## src/hw/rtl/mwss_queue.sv

```systemverilog
// ----------------------------------------------------------------------------
// mwss_queue
// Small register queue that decouples the front end from the back end.
// ----------------------------------------------------------------------------
module mwss_queue #(
	parameter int WIDTH = 8,
	parameter int DEPTH = 4
) (
	input  logic             clk,
	input  logic             arst_n,
	input  logic             push,
	input  logic [WIDTH-1:0] wdata,
	output logic             full,
	input  logic             pop,
	output logic             valid,
	output logic [WIDTH-1:0] rdata
);

	localparam int PTR_W = $clog2(DEPTH);
	localparam int CNT_W = $clog2(DEPTH + 1);
	localparam logic [PTR_W-1:0] LAST_PTR = PTR_W'(DEPTH - 1);
	localparam logic [CNT_W-1:0] FULL_CNT = CNT_W'(DEPTH);

	logic [WIDTH-1:0] mem_q [DEPTH];
	logic [PTR_W-1:0] wr_ptr_q;
	logic [PTR_W-1:0] rd_ptr_q;
	logic [CNT_W-1:0] count_q;

	assign full  = (count_q == FULL_CNT);
	assign valid = (count_q != '0);
	assign rdata = mem_q[rd_ptr_q];

	always_ff @(posedge clk) begin
		if (push) begin
			mem_q[wr_ptr_q] <= wdata;
		end
	end

	always_ff @(posedge clk or negedge arst_n) begin
		if (!arst_n) begin
			wr_ptr_q <= '0;
			rd_ptr_q <= '0;
			count_q  <= '0;
		end else begin
			if (push) begin
				wr_ptr_q <= (wr_ptr_q == LAST_PTR) ? '0 : wr_ptr_q + 1'b1;
			end
			if (pop) begin
				rd_ptr_q <= (rd_ptr_q == LAST_PTR) ? '0 : rd_ptr_q + 1'b1;
			end
			if (push && !pop) begin
				count_q <= count_q + 1'b1;
			end else if (pop && !push) begin
				count_q <= count_q - 1'b1;
			end
		end
	end

endmodule

```

## config.mk

```make
export PLATFORM = sky130hd
export DESIGN_NAME = mwss_queue
export DESIGN_NICKNAME = d
export VERILOG_FILES = /design/src/hw/rtl/mwss_queue.sv
export SDC_FILE = /design/constraint.sdc
export NUM_CORES = 1
export LEC_CHECK = 0
export BUFFER_PORTS_ARGS = -buffer_cell sky130_fd_sc_hd__buf_4
export CAP_MARGIN = 20
export CORE_ASPECT_RATIO = 0.5
export CORE_UTILIZATION = 55
export CTS_BUF_LIST = sky130_fd_sc_hd__clkbuf_16
export DETAILED_ROUTE_END_ITERATION = 6
export GPL_TIMING_DRIVEN = 0
export PLACE_DENSITY = 0.79
export RECOVER_POWER = 100
export REMOVE_ABC_BUFFERS = 1
export SYNTH_ARGS = -nofsm -noshare
export SYNTH_HDL_FRONTEND = slang
export SYNTH_SLANG_ARGS = --single-unit
```

## constraint.sdc

```tcl
create_clock -name clk -period 3.18 [get_ports clk]
set_input_delay 0.636 -clock clk [delete_from_list [all_inputs] [get_ports clk]]
set_output_delay 0.636 -clock clk [all_outputs]
set_load 0.01 [all_outputs]
```

== Word-level counts from Yosys, hierarchy flattened ==
Memory sizes are Yosys's and may differ from the RTL's.
Cells that the tools add are included.

* Flip-flop bits (word level): 7
* Bits in writable memories: 32
* Input port bits: 12
* Output and inout port bits: 10
* Word-level logic and storage cells: 23
* Memories kept: 1

{| class="wikitable"
|+ Memory list
! name !! words !! width !! rd ports !! clocked after Yosys merged registers in !! wr ports !! line !! text
|-
| mem_q || 4 || 8 || 1 || 0 || 1 || 24 || <nowiki>logic [WIDTH-1:0] mem_q [DEPTH];</nowiki>
|}

* $add $sub $neg: 4
* Eq/ne operators: 3
* Mux-type cells: 6
* Reductions and logical operators: 6

{| class="wikitable"
|+ Operators by type and width
! cell !! number
|-
| $mux W3 || 2
|-
| $add A2 B1 Y2 const B || 2
|-
| $eq A2 B2 Y1 const B || 2
|-
| $mux W2 || 2
|-
| $add A3 B1 Y3 const B || 1
|-
| $eq A3 B3 Y1 const B || 1
|-
| $reduce_bool A3 Y1 || 1
|-
| $sub A3 B1 Y3 const B || 1
|-
| $logic_and A1 B1 Y1 || 2
|-
| $logic_not A1 Y1 || 2
|-
| $mux W1 || 2
|-
| $reduce_bool A2 Y1 || 1
|}

== Longest topological paths before layout ==
* Depth after elaboration: 4
* Gate-level depth with buffers: 7
* Gate-level depth less buffers: 7

== Worst setup path before layout ==
No wires, ideal clock.

* Kind: input to register
* Start: input pop
* End: register count_q[2]
* Library setup time: 79 ps
* Arrival: 1622 ps
* Required time: 3101 ps
* Slack: 1479 ps
* Cell stages on the path: 7
* Path buffers: 0
* Cell sequence: inv_1 ha_1 inv_1 fa_1 xor2_1 nor2_1 xor2_1

* Longest elaborated chain between the ends: 3
* Elaborated cells on any way between the ends: 5
* Those cells by class: 1 x mux; 4 x reduce/logical

{| class="wikitable"
|+ Ends and longest elaborated chain
! element !! line !! text
|-
| start: declaration || 14 || <nowiki>input logic pop,</nowiki>
|-
| $logic_not A1 Y1 || 51 || <nowiki>if (push && !pop) begin</nowiki>
|-
| $logic_and A1 B1 Y1 || 51 ||
|-
| $mux W3 or $reduce_bool A2 Y1 (tied branches) || - ||
|-
| end signal: assignment || 52 || <nowiki>count_q <= count_q + 1'b1;</nowiki>
|-
| end signal: assignment || 54 || <nowiki>count_q <= count_q - 1'b1;</nowiki>
|-
| end: declaration || 27 || <nowiki>logic [CNT_W-1:0] count_q;</nowiki>
|}

Several ways; a longest one is shown, not always the timed one.
A chain may end at the register's enable or synchronous reset.

== Worst setup path in the final report ==
* Start: register rd_ptr_q[0]
* End: output rdata[1]

* Longest elaborated chain between the ends: 1

{| class="wikitable"
|+ Ends and longest elaborated chain
! element !! line !! text
|-
| start: declaration || 26 || <nowiki>logic [PTR_W-1:0] rd_ptr_q;</nowiki>
|-
| start signal: assignment || 49 || <nowiki>rd_ptr_q <= (rd_ptr_q == LAST_PTR) ? '0 : rd_ptr_q + 1'b1;</nowiki>
|-
| $mem_v2 Z4 W8 || - ||
|-
| end: declaration || 16 || <nowiki>output logic [WIDTH-1:0] rdata</nowiki>
|}

Every way passes these cells.

==> out/metrics.cfg <==
[floorplan]
core_area_um2 = 2650
die-area_um2 = 3090
fp.dieH_um = 39.8
start_util_pct = 59.3
die_w_um = 77.6
num_io_pins = 22
rows = 13

[timing]
maxSlewViolCount = 0
finalHoldViolCount = 0
worstMarginPinSlew_ns = 0.608
worst_slack_ns = 0.830
setup_viol = 0
fmaxAchievable_ghz = 0.425
max_slew_margin_pct = 59.5
period_minus_slack_ns = 2.35
fin_skew_ns = 0.00290
rsz0062_at_grt = false
finalSetupTns_ns = 0
fin_crit_sh_pct = 73.9

[place]
pre_cts_slack_ns = 1.06
port_buffers = 21
globalplace.congestion = 0.694
dpl_cell_area_um2 = 1760
dp.cells = 135
hpwl_um = 1650

[route]
first_iter_violations = 75
vias_per_cell = 5.32
dr.pass1.iters = 4
via_count = 761
antenna_left = 0
post-route-drc-count = 0
wl_per_cell_um = 16.4
routed_wirelength_um = 2350

[setup_path]
cp_max_fo = 11
regToRegStartpoint = wr_ptr_q[0]$_DFFE_PN0P_
cp.arrival_ns = 1.71
reg2reg_depth = 3
rrSetupSlack_ns = 1.65
cp_slowest_stage_delay_ns = 0.72
start_kind = flop
path_cells = mux4_2 > clkbuf_1
cp_slowest_cell = dfrtp_1
cp.required_ns = 2.54
path_class = reg2out
critical_path.endpoint_type = output port
r2r-end = mem_q[2][2]$_DFFE_PP_

[cts]
h-tree-depth = 2
postCtsSetupRepairBufs = 0
root_buffer = clkbuf_16
cts_buffer_depth = 2
cts_tree = done
insertion_delay_ns = 0.27
clkTransAtPathRegs_ns = 0.05
clock_sinks = 39
postCtsHoldBufs = 0
cts_buffers = 5
ctsResizeCount = 0

[global_route]
grt_pass1_wl_um = 3700
grt_usage_pct = 18.4
grt_pass1_vias = 768
grt_max_degree = 13
antenna_found_initial = 0
grt_overflow = 0

[synthesis]
synth.avg_cell_area_um2 = 19.9
synth.distinct_cells = 18
synth_warnings = 0
synthCells = 79
synth-async-reset-ratio_pct = 17.9
synth_edf_count = 32
yosys_most_used_dff = edfxtp_1
yosys-top-cells-area = edfxtp_1 (61%), mux4_2 (11%), dfrtp_1 (11%)
synth_top_area_share_pct = 61.1
yosysTopAreaCell = edfxtp_1
yosys-top-cells-count = edfxtp_1 (32), mux4_2 (8), dfrtp_1 (7)
yosysMostFrequentCell = edfxtp_1
synth_area_um2 = 1570
ys_seq_area_share_pct = 72.3
ys_ff_latch = 39

[layout]
fill_cells = 182
nNetsFinal = 124
n_antenna_cell = 0
layout.cells.non_filler = 143
syn_to_final_growth_pct = 16.1
stdcell_area_um2 = 1820
drive_above_1_share_pct = 17.0

[hold_path]
hp-class = in2async

[pwr]
peakVddDrop_v = 0.000460
p_leak_uw = 0.000638
powerDensity_nw_per_um2 = 894

[run_status]
status = completed

[job]
drv_cap = 0

## cell usage in the layout, fill, tap and decap left out, types with 2 or more instances in the layout
master,instances
clkbuf_16,5
ha_1,6
mux2_2,3
inv_1,5
xor2_1,2
mux4_2,8
dfrtp_1,7
clkinv_1,2
edfxtp_1,32
and2_0,4
o21ai_0,2
clkbuf_1,20
nor2_1,2
## worst max-delay path: cells and delay by family (launching register included)
kind,cells,cell delay (ns)
muxes,1,0.58
buffers and inverters,1,0.14
DFF,1,0.72
## where the power goes
part           internal, uW  switching, uW
registers               674            110
clock network           284            173
logic                   206            185
## cells by family (layout without fill, tap and decap cells)
logic type	after synthesis	in the layout	synth area share [%]
AND/OR/NAND/NOR	10	10	3.50
flip-flops	39	39	72.3
XOR/XNOR	3	3	1.67
adder cells (fa/ha/maj)	7	7	6.05
multiplexers	11	11	13.6
buffers and inverters	7	34	2.23
AO/OA/AOI/OAI	2	2	0.637
## registers in the layout, indices dropped and copies added (netlist names)
register	count
wr_ptr_q	2
count_q	3
mem_q	32
rd_ptr_q	2
## area by class of cell
class                           instances  area (um^2)  area share [%]
Clock buffer                            5          125            6.86
Multi-Input combinational cell         33          400            21.9
Sequential cell                        39         1140            62.3
Inverter                                5         18.8            1.03
Tap cell                               37         46.3            2.54
Timing Repair Buffer                   21         82.6            4.53
Clock inverter                          3         15.0           0.823
## through the flow
step	hold WS [ns]	utilization (%)	power [uW]
finish	0.252	68.8	1630
global route	0.270	68.8	1730
CTS	0.162	71.6	1720
detailed placement	0.453	66.4	1260
global placement	0.450	66.4	1210
floorplan	0.340	-	1050
## per-layer routing
layer  share of wire, %  GRT usage, %
met2                 52          31.4
met1                 43          21.0
met4               0.64          7.08
met5                  0             0
met3                3.9          8.37
## worst max path at each step
| stage | from | slack [ns] | end | cells past startpoint |
|---|---|---|---|---|
| detailed placement | rd_ptr_q[0]$_DFFE_PN0P_ | 1.06 | rdata[1] | 2 |
| global route | rd_ptr_q[0]$_DFFE_PN0P_ | 0.69 | rdata[2] | 2 |
| floorplan | rd_ptr_q[0]$_DFFE_PN0P_ | 1.34 | rdata[0] | 1 |
| global placement | rd_ptr_q[0]$_DFFE_PN0P_ | 1.12 | rdata[1] | 2 |
| CTS | rd_ptr_q[0]$_DFFE_PN0P_ | 0.76 | rdata[1] | 2 |
| finish | rd_ptr_q[0]$_DFFE_PN0P_ | 0.83 | rdata[1] | 2 |
(Power assumes the default switching activity.)
