[src/hw/rtl/mwss_pkg.sv]
// ----------------------------------------------------------------------------
// mwss_pkg
// Shared widths, types and codes for the moving window sum and squares block.
// ----------------------------------------------------------------------------
package mwss_pkg;

	localparam int SAMPLE_W    = 16;
	localparam int SUM_W       = 24;
	localparam int SQ_W        = 39;
	localparam int SQ_OUT_W    = 38;
	localparam int WL_W        = 8;
	localparam int SENSOR_W    = 2;
	localparam int AXIS_W      = 2;
	localparam int QUEUE_DEPTH = 4;

	typedef logic signed [SAMPLE_W-1:0] sample_t;
	typedef logic signed [SUM_W-1:0]    sum_t;
	typedef logic [SQ_W-1:0]            sq_t;
	typedef logic [SQ_OUT_W-1:0]        sq_out_t;
	typedef logic [WL_W-1:0]            wl_t;
	typedef logic [SENSOR_W-1:0]        sensor_t;
	typedef logic [AXIS_W-1:0]          axis_t;

	typedef enum logic [1:0] {
		TOGGLE_NONE  = 2'd0,
		TOGGLE_AMBER = 2'd1,
		TOGGLE_BLUE  = 2'd2
	} toggle_t;

	localparam wl_t     WL_RESET     = 8'd100;
	localparam sensor_t AMBER_SENSOR = 2'd1;
	localparam sensor_t BLUE_SENSOR  = 2'd2;

endpackage

[src/hw/rtl/mwss_front.sv]
// ----------------------------------------------------------------------------
// mwss_front
// Takes input beats, drops unknown sensors, assigns the ring slot and the wrap
// flag per sensor, and holds the window length register.
// ----------------------------------------------------------------------------
module mwss_front #(
	parameter int WINDOW_MAX = 256,
	parameter int AXES       = 3,
	parameter int SENSORS    = 3,
	parameter int ENTRY_W    = 60
) (
	input  logic                 clk,
	input  logic                 arst_n,
	input  logic                 window_length_we,
	input  mwss_pkg::wl_t        window_length,
	input  logic                 in_valid,
	output logic                 in_stall,
	input  mwss_pkg::sensor_t    sensor_select,
	input  mwss_pkg::sample_t    sample_x,
	input  mwss_pkg::sample_t    sample_y,
	input  mwss_pkg::sample_t    sample_z,
	input  logic                 q_full,
	output logic                 q_push,
	output logic [ENTRY_W-1:0]   q_entry,
	output logic                 clear
);

	import mwss_pkg::*;

	localparam int PW      = $clog2(WINDOW_MAX);
	localparam int SW      = (SENSORS > 1) ? $clog2(SENSORS) : 1;
	localparam int SMP_LSB = PW + 4;
	localparam logic [WL_W:0] WL_LIMIT = (WL_W + 1)'(WINDOW_MAX);

	logic [PW-1:0] pos_q  [SENSORS];
	logic          full_q [SENSORS];
	wl_t           wl_q;

	sample_t       smp [3];
	logic          known;
	logic [SW-1:0] sel;
	logic [PW-1:0] pos;
	logic [WL_W:0] next;
	logic          wrap;
	logic          take;

	assign smp   = '{sample_x, sample_y, sample_z};
	assign known = (int'(sensor_select) < SENSORS);
	assign sel   = SW'(sensor_select);
	assign pos   = pos_q[sel];
	assign next  = (WL_W + 1)'(pos) + 1'b1;
	assign wrap  = (next >= {1'b0, wl_q});

	assign in_stall = q_full;
	assign take     = in_valid && !q_full && known;
	assign q_push   = take;

	assign clear = window_length_we && (window_length != '0)
		&& ({1'b0, window_length} < WL_LIMIT) && (window_length != wl_q);

	always_comb begin
		q_entry = '0;
		q_entry[SENSOR_W-1:0] = sensor_select;
		q_entry[PW+1:2]       = pos;
		q_entry[PW+2]         = wrap;
		q_entry[PW+3]         = full_q[sel];
		for (int a = 0; a < AXES; a++) begin
			q_entry[SMP_LSB + a*SAMPLE_W +: SAMPLE_W] = smp[a];
		end
	end

	always_ff @(posedge clk or negedge arst_n) begin
		if (!arst_n) begin
			wl_q   <= WL_RESET;
			pos_q  <= '{default: '0};
			full_q <= '{default: 1'b0};
		end else if (clear) begin
			wl_q   <= window_length;
			pos_q  <= '{default: '0};
			full_q <= '{default: 1'b0};
		end else if (take) begin
			pos_q[sel] <= wrap ? '0 : next[PW-1:0];
			if (wrap) begin
				full_q[sel] <= 1'b1;
			end
		end
	end

endmodule

[config.mk]
export PLATFORM = sky130hd
export DESIGN_NAME = mwss_front
export DESIGN_NICKNAME = d
export VERILOG_FILES = /design/src/hw/rtl/mwss_pkg.sv /design/src/hw/rtl/mwss_front.sv
export SDC_FILE = /design/constraint.sdc
export NUM_CORES = 1
export LEC_CHECK = 0
export BUFFER_PORTS_ARGS = -buffer_cell sky130_fd_sc_hd__clkbuf_2
export CAP_MARGIN = 20
export CORE_ASPECT_RATIO = 0.7
export CORE_MARGIN = 3
export CORE_UTILIZATION = 50
export CTS_CLUSTER_DIAMETER = 150
export DETAILED_ROUTE_END_ITERATION = 7
export MAX_ROUTING_LAYER = met4
export PLACE_DENSITY = 0.82
export SYNTH_ARGS = -nofsm -noshare
export SYNTH_HDL_FRONTEND = slang
export SYNTH_SLANG_ARGS = --single-unit
[constraint.sdc]
create_clock -name clk -period 4.65 [get_ports clk]
set_input_delay 0.465 -clock clk [delete_from_list [all_inputs] [get_ports clk]]
set_output_delay 0.465 -clock clk [all_outputs]
set_load 0.01 [all_outputs]
; ---- Yosys cells after proc, flatten, opt, wreduce, memory -nomap -nowiden
; Cells that the tools add are included.
[totals]
word_cells = 42
reg_bits = 35
[classes]
n_lt_le_gt_ge = 4
n_reduce_logical = 10
eq_ne = 1
n_mux = 17
n_bitwise = 2
addsub = 1
[op_table]
columns = operator, n
row1 = $mux W24, 2
row2 = $mux W8, 4
row3 = $bwmux W24, 1
row4 = $bmux W8 S2, 1
row5 = $demux W8 S2, 1
row6 = $add A8 B1 Y9 const B, 1
row7 = $ge A9 B8 Y1, 1
row8 = $mux W3, 3
row9 = $ne A8 B8 Y1, 1
row10 = $reduce_bool A8 Y1, 1
row11 = $logic_and A1 B1 Y1, 5
row12 = $reduce_bool A2 Y1, 2
row13 = $ge A3 B3 Y1 const B, 1
row14 = $lt A3 B1 Y1 const B, 1
row15 = $mux W1, 3
row16 = $not A2 Y3, 1
row17 = $or A3 B3 Y3, 1
row18 = $bmux W1 S2, 1
row19 = $demux W1 S2, 1
row20 = $lt A2 B2 Y1 const B, 1
row21 = $reduce_and A2 Y1, 1
row22 = $logic_not A1 Y1, 1

; ---- Depth between registers and ports, before layout
; Gate-level depths: netlist of run 1.
[logic_depth]
depth_word = 10
depth_mapped = 18
mapped_depth_nobuf = 15

; ---- Worst setup path before layout of run 1
; Ideal clock, no wire load.
[synth_path]
path_kind = input -> output
from = in sensor_select[1]
to = out q_entry[10]
cell_stages = 16
path_slack_ps = 1245
arrival_ps = 2940
required_ps = 4185
n_path_buf = 4
path_cell_list = buf_6 > buf_6 > mux2i_1 > o2bb2ai_2 > ha_1 > nand2_1 > nor3_1 > nor2_1 > ha_1 > a211o_1 > nor2_1 > a211o_1 > o211a_1 > buf_6 > inv_4 > buf_4
[synth_between]
elab_chain_cells = 6
[synth_rtl]
columns = item, line_no
row1 = from (decl), mwss_front.sv:18  ; input mwss_pkg::sensor_t sensor_select,
row2 = $not A2 Y3 (not written as such), mwss_front.sv:50  ; assign pos = pos_q[sel];
row3 = $bmux W8 S2, mwss_front.sv:50
row4 = $mux W8 (not written as such) (2 in a row), mwss_front.sv:50
row5 = via q_entry[2], mwss_front.sv:24  ; output logic [ENTRY_W-1:0] q_entry,
row6 = $add A8 B1 Y9, mwss_front.sv:51  ; assign next = (WL_W + 1)'(pos) + 1'b1;
row7 = $ge A9 B8 Y1, mwss_front.sv:52  ; assign wrap = (next >= {1'b0, wl_q});
row8 = to (decl), mwss_front.sv:24
; The timed path passes the listed nets, and every way through them passes these cells. The select of a mux whose other input is x is not followed.

; ---- Final worst setup path of run 1
[layout_path]
from = in sensor_select[0]
to = out q_entry[10]
[layout_between]
elab_chain_cells = 6
[layout_rtl]
columns = item, line_no
row1 = $not A2 Y3 (not written as such), mwss_front.sv:50
row2 = $bmux W8 S2, mwss_front.sv:50
row3 = $mux W8 (not written as such) (2 in a row), mwss_front.sv:50
row4 = $add A8 B1 Y9, mwss_front.sv:51
row5 = $ge A9 B8 Y1, mwss_front.sv:52
; No other way between the ends. The select of a mux whose other input is x is not followed.

==> results of run 1 <==
## final timing paths
kind / from / endpoint / slack, ns
max reg2reg: pos_q[0] / pos_q[11] / 1.36
max in group asynchronous: arst_n / pos_q[23] / 3.83
min reg2reg: full_q[2] / full_q[2] / 0.50
min: arst_n / pos_q[18] / 0.29
max: sensor_select[0] / q_entry[10] / 0.56
min in group clk: window_length[6] / wl_q[6] / 0.41
## power breakdown
| part | switching (mW) | total (mW) | leakage (nW) | internal, mW |
|---|---|---|---|---|
| Sequential | 0.00565 | 0.320 | 0.468 | 0.314 |
| Clock | 0.104 | 0.220 | 0.0470 | 0.116 |
| Combinational | 0.0544 | 0.0836 | 0.575 | 0.0292 |
## routing by layer
metal	wire length, µm	global-route usage (%)	vias up
met2	2340	27.04	59
li1	-	-	871
met1	2409	25.83	874
met3	370	4.920	13
met5	0	-	-
met4	53	4.511	0
## synth_stat cells
cell,n
a21oi_1,11
a211o_1,2
buf_4,52
a211oi_1,1
nand3_1,9
dfrtp_1,32
o2bb2ai_4,2
nor2b_4,1
mux2i_1,9
nor2_1,13
o31ai_1,1
buf_6,5
nor3b_1,1
o21ai_0,10
ha_1,9
a31oi_1,1
inv_4,1
buf_1,1
or3_1,4
dfstp_2,3
or4_1,2
o22ai_1,18
mux2_2,1
nand4b_1,1
xnor2_1,3
nand2b_1,2
clkbuf_1,6
nand4_1,3
o211a_1,1
o2bb2ai_1,2
xor2_1,9
nor2b_1,2
o21a_1,2
and2_1,1
nand2_1,40
o2bb2ai_2,4
nor4_1,2
inv_1,14
or3b_2,1
nor3_1,3
## layout make-up
class	instances	area, µm²
Fill cell	468	2424
Sequential cell	35	879.6
Clock buffer	6	82.58
Timing Repair Buffer	30	152.6
Tap cell	69	86.33
Inverter	15	58.81
Clock inverter	1	5.005
Multi-Input combinational cell	171	1146
## metrics by stage
stage / hold slack (ns) / total power [mW] / worst slack (ns) / std cells
CTS: 0.3214 / 0.6279 / 0.5893 / 327
detailed placement: 0.4886 / 0.4086 / 0.6158 / 320
finish: 0.2876 / 0.6239 / 0.5639 / 327
global placement: 0.4782 / 0.4058 / 0.7468 / 320
floorplan: 0.1694 / 0.4261 / 1.245 / 285
global route: 0.3656 / 0.6511 / 0.3361 / 327
## registers in the layout, indices dropped and copies added, names as in the netlist
| signal | cells |
|---|---|
| full_q | 3 |
| wl_q | 8 |
| pos_q | 24 |
## cells by family (layout without fill, tap and decap cells)
logic type | Yosys count | count (layout) | share of synthesized area, %
and+or+nand+nor | 85 | 85 | 15.73
buffers and inverters | 79 | 52 | 20.89
muxes | 10 | 10 | 3.982
AOI/OAI and AO/OA | 55 | 55 | 16.27
DFF | 35 | 35 | 34.56
adders and majority gates | 9 | 9 | 4.425
xor gates and xnor gates | 12 | 12 | 4.130
==> results by group, run 1 <==
Setup path
  – Crit path capture type: output pin
  – CP required: 4.18 ns
  – Top delay family on crit path: compound AO/OA/AOI/OAI gates
  – Delay of the slowest cell on the worst path: approximately 0.45 ns
  – Number of cells on the worst reg-to-reg path: 14
  – Critical path, cell by cell: clkbuf_2, nor2b_4, o2bb2ai_2, ha_1, nand2_1, nor3_1, nor2_1, ha_1, a211o_1, nor2_1, a211o_1, o211a_1, inv_4, clkbuf_2
  – Critical Path Source Type: primary input
  – CP Buf/Inv Count: 3
  – Data arrival, critical path: roughly 3.6 ns
  – CP max FO: 18
  – CP Depth: 14
  – Critical path type: in2out
  – Crit-path slowest cell: nor2b_4

Timing
  – RSZ-0062 raised after global routing: false
  – Fin Setup TNS: 0 ns
  – Final hold vios: 0
  – Pins Over Slew Limit: 0
  – Fin Clk Skew: about 0.006 ns
  – Final setup fails: 0
  – Post-layout min period: around 4.1 ns
  – Worst slew pin tran: 0.8648 ns
  – Maximum clock rate: about 0.24 GHz
  – Tcrit/Tclk final: between 80% and 90%
  – Relative slew slack: a little over two fifths

Clock tree
  – Reg clk slew, reported paths: around 0.060 ns
  – Post-CTS Resized: 0
  – Cts hold-fix bufs: 0
  – CTS tree: done
  – Setup Buffers After CTS: 0
  – TritonCTS buffer count: 5
  – Worst skew pair latency: 0.28 ns
  – Root Buffer: clkbuf_8
  – Max Buffers Root-to-Sink: 2
  – # H-tree levels: 2
  – Clk sink count: 35

Place
  – Number of I/O port buffers: 29
  – Hpwl dp: roughly 3.9 mm
  – DP Area: around 2300 µm²
  – GP Congestion: 0.8963

Drt
  – Mean number of vias per cell: 5.557
  – WL/cell: 15.82 µm
  – # DRC: 0
  – DRT iter0 DRCs: between 100 and 150
  – Total number of vias: about 1800
  – ANT nets after route: 0
  – First-pass DRT Iterations: 4
  – WL final: roughly 5.2 mm

Cells and area
  – Final nets: 330
  – Fin util: roughly 50%
  – Most frequent cells in the layout: 40 x nand2_1, 32 x dfrtp_1, 29 x clkbuf_2
  – Ant diodes: 0
  – Most common cell after layout, fill and taps aside: nand2_1
  – Final instance area: between 2000 and 2500 µm²
  – Layout cell share with drive strength beyond 1: between 10% and 20%
  – Area Overhead vs Synth: -5.261%

Floorplan
  – Die ar.: 5996 µm²
  – Chip Height: approximately 66 µm
  – Die Wd: between 90 and 100 µm
  – Core box area: ~4800 µm²
  – Initial core utilization: between 50% and 60%
  – Num ports: around 130
  – Row count: 21

Global routing
  – Largest net degree at the start of global routing: 44
  – Initial antenna violation count: 0
  – Total GRT Usage: a little under a fifth
  – Global-route wire length before repair: 8.562 mm
  – Global route overflow: 0
  – Vias in the first global route: approximately 1700

Synthesis
  – Mapped Cells: between 200 and 300
  – Synth area leaders: dfrtp_1 31%, buf_4 15%, nand2_1 5.9%
  – Avg Cell Area, Syn: between 8 and 9 µm²
  – Synthesized Nets: ~360
  – Seq/Total Area, Yosys: roughly a third
  – Synth warn: 0
  – Largest area contributor in the netlist: dfrtp_1
  – Synth unique cells: 40
  – Mapped Area: ~2500 µm²
  – Area share of the largest cell type after synthesis: 31.47%
  – Yosys reg bits: 35

Run status
  – Status: complete, no violations

Run
  – Max cap viols: 0

Pwr
  – Leakage: approximately 1.1 nW
  – PD cells: approximately 260 nW/µm²
  – Worst ir drop on vdd: approximately 0.12 mV

Hold path
  – Hold Crit Class: in2async
No activity file was read; power rests on OpenSTA's default activity.
==> inputs of run 2 (changes only) <==
--- a/config.mk
+++ b/config.mk
@@ -5,15 +5,14 @@
 export SDC_FILE = /design/constraint.sdc
 export NUM_CORES = 1
 export LEC_CHECK = 0
-export BUFFER_PORTS_ARGS = -buffer_cell sky130_fd_sc_hd__clkbuf_2
 export CAP_MARGIN = 20
 export CORE_ASPECT_RATIO = 0.7
 export CORE_MARGIN = 3
 export CORE_UTILIZATION = 50
 export CTS_CLUSTER_DIAMETER = 150
 export DETAILED_ROUTE_END_ITERATION = 7
+export DONT_BUFFER_PORTS = 1
 export MAX_ROUTING_LAYER = met4
-export PLACE_DENSITY = 0.82
 export SYNTH_ARGS = -nofsm -noshare
 export SYNTH_HDL_FRONTEND = slang
 export SYNTH_SLANG_ARGS = --single-unit
==> results by group, run 2 (synthesized netlist as in run 1, its figures left out) <==
Setup path
  – Critical Path Source: pos_q[16]
  – Data arrival, critical path: approximately 3 ns
  – Crit path capture type: output pin
  – Number of cells on the worst reg-to-reg path: 14
  – RR Startpoint: pos_q[16]
  – CP required: roughly 4.2 ns
  – CP max FO: 10
  – Critical path type: reg2out
  – Critical Path Source Type: flop
  – R2r setup slk: 1.29 ns
  – RR Endpoint: pos_q[3]

Timing
  – Final hold vios: 0
  – Relative slew slack: 58.23%
  – Fin Clk Skew: 0.006391 ns
  – Tcrit/Tclk final: 76.21%
  – Worst slew pin tran: 0.6208 ns
  – Final Worst Setup Slack: roughly 1.1 ns
  – Post-layout min period: ~3.5 ns
  – Final setup fails: 0
  – Pins Over Slew Limit: 0
  – Fin Setup TNS: 0 ns
  – RSZ-0062 raised after global routing: false
  – Maximum clock rate: around 0.28 GHz

Cells and area
  – Fin cells: between 300 and 400
  – Layout cell share with drive strength beyond 1: 9.914%
  – Reg with most FFs: pos_q
  – Area Overhead vs Synth: -9.292%
  – Most common cell after layout, fill and taps aside: nand2_1
  – Max FFs per register: 24
  – Final nets: between 300 and 400
  – Ant diodes: 0
  – Top flop regs: pos_q x24, wl_q x8, full_q x3
  – FILL cells: slightly below 500
  – Most frequent cells in the layout: 40 x nand2_1, 32 x dfrtp_1, 18 x o22ai_1

Run
  – Max cap viols: 0

Floorplan
  – Num ports: 126
  – Core box area: 4835 µm²
  – Die ar.: approximately 6000 µm²
  – Die Wd: a little over 90 µm
  – Initial core utilization: a little over half
  – Chip Height: around 66 µm
  – Row count: 21

Place
  – Number of I/O port buffers: 0
  – Hpwl dp: around 3.7 mm
  – Placed insts: approximately 290
  – Pre-CTS WS: around 1.0 ns
  – GP Congestion: roughly 0.80

Global routing
  – Vias in the first global route: ~1600
  – Largest net degree at the start of global routing: 44
  – Global-route wire length before repair: between 8 and 9 mm
  – Global route overflow: 0
  – Initial antenna violation count: 0
  – Total GRT Usage: 19.11%

Clock tree
  – CTS tree: done
  – Setup Buffers After CTS: 0
  – Root Buffer: clkbuf_8
  – Max Buffers Root-to-Sink: 2
  – Post-CTS Resized: 0
  – Reg clk slew, reported paths: 0.07 ns
  – Clk sink count: 35
  – Worst skew pair latency: between 0.2 and 0.3 ns
  – TritonCTS buffer count: 5
  – # H-tree levels: 2

Drt
  – First-pass DRT Iterations: 4
  – ANT nets after route: 0
  – DRT iter0 DRCs: 110
  – Total number of vias: ~1700
  – # DRC: 0
  – WL final: around 5.2 mm
  – Mean number of vias per cell: 5.555
  – WL/cell: 17.36 µm

Hold path
  – Hold Crit Class: in2async

Pwr
  – PD cells: approximately 270 nW/µm²
  – Leakage: about 1 nW
  – Worst ir drop on vdd: between 0.1 and 0.15 mV

Run status
  – Status: complete, no violations
[run 2: changes by cell type in the layout (fill, tap and decap cells not counted)]
cell,before,now
clkinv_2,1,0
clkbuf_1,0,1
dlygate4sd3_1,0,1
buf_12,0,1
clkbuf_2,29,0
clkbuf_8,6,7
[run 2: critical path: stages, from the launching register on]
cell	delay, ns
dfrtp_1	0.35
mux2i_1	0.10
o2bb2ai_2	0.32
ha_1	0.29
nand2_1	0.10
nor3_1	0.25
nor2_1	0.07
ha_1	0.31
a211o_1	0.28
nor2_1	0.09
a211o_1	0.15
o211a_1	0.38
inv_4	0.10
[run 2: timing repair]
item                                    in CTS  in global routing
endpoints found under the hold margin       32                  0
hold buffers                                 2                  0
endpoints found under the setup margin       0                  0
[run 2: area by class of cell]
class / count / area, µm² / area share [%]
timing repair buffer: 3 / 37.54 / 1.626
clock buffer: 8 / 100.1 / 4.336
tap: 69 / 86.33 / 3.740
multi-input combinational: 171 / 1146 / 49.65
sequential: 35 / 879.6 / 38.10
inverter: 15 / 58.81 / 2.547
[run 2: worst max path at each step]
| stage | endpoint |
|---|---|
| 6_report | q_entry[10] |
| 2_1_floorplan | q_entry[10] |
| 5_1_grt | q_entry[10] |
| 3_5_place_dp | pos_q[19] |
| 3_3_place_gp | pos_q[3] |
| 4_1_cts | q_entry[10] |
[run 2: metal layers]
| layer | vias to the layer above | GRT usage [%] | routed length, µm |
|---|---|---|---|
| li1 | 811 | - | - |
| met1 | 785 | 26.87 | 2580 |
| met2 | 53 | 25.39 | 2137 |
| met3 | 23 | 4.920 | 351 |
| met4 | 0 | 9.211 | 155 |
| met5 | - | - | 0 |
[run 2: report_power, final]
part	total, mW	internal [mW]	switching [mW]
combinational	0.0680	0.0255	0.0425
clock	0.242	0.135	0.106
sequential	0.320	0.314	0.00595
[run 2: per-stage QoR]
| step | total power [mW] | hold slack, ns | utilization [%] | instance area, µm² |
|---|---|---|---|---|
| after floorplan | 0.4261 | 0.1694 | - | 2545 |
| after global placement | 0.3850 | 0.1700 | 45.06 | 2178 |
| final | 0.6299 | 0.01531 | 47.75 | 2308 |
| after global routing | 0.6552 | 0.0009218 | 47.75 | 2308 |
| after CTS | 0.6391 | 0.004113 | 47.75 | 2308 |
| after detailed placement | 0.3854 | 0.1699 | 45.06 | 2178 |
==> inputs of run 3 (changes only) <==
==> constraint.sdc (replaced) <==
create_clock -name clk -period 3.65 [get_ports clk]
set_input_delay 0.365 -clock clk [delete_from_list [all_inputs] [get_ports clk]]
set_output_delay 0.365 -clock clk [all_outputs]
set_load 0.01 [all_outputs]
==> results by group, run 3 (synthesized netlist as in run 1, its figures left out) <==
Setup path
  – Delay of the slowest cell on the worst path: between 0.3 and 0.4 ns
  – RR Endpoint: pos_q[19]
  – CP Buf/Inv Count: 1
  – Critical Path Source Type: flop
  – Data arrival, critical path: slightly below 3 ns
  – Critical path, cell by cell: mux2i_1, o2bb2ai_2, ha_1, nand2_1, nor3_1, nor2_1, ha_1, a211o_1, nor2_1, a211o_1, o211a_1, inv_4
  – Crit-path slowest cell: dfrtp_1
  – CP required: approximately 3.3 ns
  – Top delay family on crit path: compound AO/OA/AOI/OAI gates
  – Crit path capture type: output pin
  – R2r setup slk: around 0.45 ns
  – Number of cells on the worst reg-to-reg path: 14
  – Critical path type: reg2out
  – CP max FO: 7
  – RR Startpoint: pos_q[0]

Timing
  – Pins Over Slew Limit: 0
  – Final setup fails: 0
  – Maximum clock rate: about 0.30 GHz
  – Worst slew pin tran: between 0.6 and 0.7 ns
  – Post-layout min period: between 3 and 4 ns
  – Relative slew slack: approximately 55%
  – Tcrit/Tclk final: approximately nine tenths
  – Fin Clk Skew: around 0.0039 ns
  – RSZ-0062 raised after global routing: false
  – Final hold vios: 0
  – Fin Setup TNS: 0 ns

Floorplan
  – Chip Height: between 60 and 70 µm
  – Row count: 21
  – Initial core utilization: between 50% and 60%
  – Num ports: roughly 130
  – Die ar.: ~6000 µm²
  – Core box area: ~4800 µm²
  – Die Wd: roughly 90 µm

Place
  – GP Congestion: slightly above 0.8
  – Hpwl dp: slightly below 4 mm
  – DP Area: about 2200 µm²
  – Number of I/O port buffers: 0

Cells and area
  – Final instance area: around 2300 µm²
  – Multi-input logic area: 1146 µm²
  – Final nets: slightly above 300
  – Max FFs per register: 24
  – Layout cell share with drive strength beyond 1: between 10 and 15%
  – Reg with most FFs: pos_q
  – Ant diodes: 0
  – Top flop regs: pos_q x24, wl_q x8, full_q x3
  – Most frequent cells in the layout: 40 x nand2_1, 32 x dfrtp_1, 18 x o22ai_1
  – Most common cell after layout, fill and taps aside: nand2_1
  – FILL cells: just under 500
  – Area Overhead vs Synth: -9.341%
  – Sequential cell area: roughly 880 µm²

Clock tree
  – # H-tree levels: 2
  – TritonCTS buffer count: 5
  – CTS tree: done
  – Worst skew pair latency: about 0.28 ns
  – Root Buffer: clkbuf_8
  – Setup Buffers After CTS: 0
  – Clk sink count: 35
  – Max Buffers Root-to-Sink: 2
  – Reg clk slew, reported paths: 0.07 ns

Drt
  – First-pass DRT Iterations: 4
  – DRT iter0 DRCs: between 100 and 150
  – Total number of vias: 1709
  – WL/cell: 17.35 µm
  – ANT nets after route: 0
  – # DRC: 0
  – Mean number of vias per cell: about 5.6
  – WL final: roughly 5.3 mm

Hold path
  – Hold Path Sink: wl_q[5]
  – Hold Crit Start: window_length[5]
  – Hold Crit Class: in2reg
  – Min-Delay Path Depth: 2

Global routing
  – Global-route wire length before repair: around 8.7 mm
  – Total GRT Usage: between 10% and 20%
  – Initial antenna violation count: 0
  – Largest net degree at the start of global routing: 36
  – Global route overflow: 0
  – Vias in the first global route: about 1700

Pwr
  – PD cells: approximately 330 nW/µm²
  – Worst ir drop on vdd: between 0.1 and 0.15 mV
  – Leakage: 0.9885 nW

Run status
  – Status: complete, no violations

Run
  – Max cap viols: 0
## run 3: cell count changes in the layout (fill, tap and decap cells not counted)
cell	previous run	this run
clkinv_2	0	3
buf_4	1	3
clkbuf_8	7	5
clkbuf_1	1	0
## run 3: layout make-up
class	count	share of cell area, %
repair buffers	5	2.278
well taps	69	3.742
clock inverters	3	0.6508
inverters	15	2.549
clock buffers	5	2.983
multi-input cells	171	49.67
flip-flops and latches	35	38.12
## run 3: how the worst max path moves through the flow
| stage | startpoint | endpoint | depth (start not counted) |
|---|---|---|---|
| finish | pos_q[0] | q_entry[10] | 12 |
| CTS | pos_q[0] | q_entry[10] | 12 |
| global route | pos_q[0] | q_entry[10] | 12 |
| detailed placement | sensor_select[0] | pos_q[19] | 14 |
| floorplan | sensor_select[1] | pos_q[11] | 17 |
| global placement | sensor_select[0] | pos_q[3] | 14 |
## run 3: metrics by stage
stage / hold slack (ns) / power, mW / utilization (%) / worst slack (ns) / std cells
after floorplan: 0.06941 / 0.5429 / - / 0.4205 / 285
after global placement: 0.07006 / 0.4922 / 45.37 / 0.4249 / 293
after detailed placement: 0.07000 / 0.4933 / 45.37 / 0.3133 / 293
after CTS: 0.1862 / 0.7774 / 47.72 / 0.3675 / 303
after global routing: 0.1919 / 0.8057 / 47.72 / 0.1210 / 303
final: 0.1901 / 0.7701 / 47.72 / 0.3547 / 303
## run 3: repair_timing
action                                 in CTS  in global routing
resized for setup                           0                  0
hold buffers                                2                  0
endpoints found under the hold margin      35                  0
## run 3: where the power goes
part | internal [mW] | switching, mW
sequential | 0.400 | 0.00767
combinational | 0.0334 | 0.0561
clock | 0.131 | 0.142
## run 3: metal layers
layer	up-vias	GRT usage (%)	share of wire, %
met5	-	-	0
met4	0	6.203	0.89
met3	14	3.890	6.1
met2	58	25.76	43
met1	818	27.69	50
li1	819	-	-
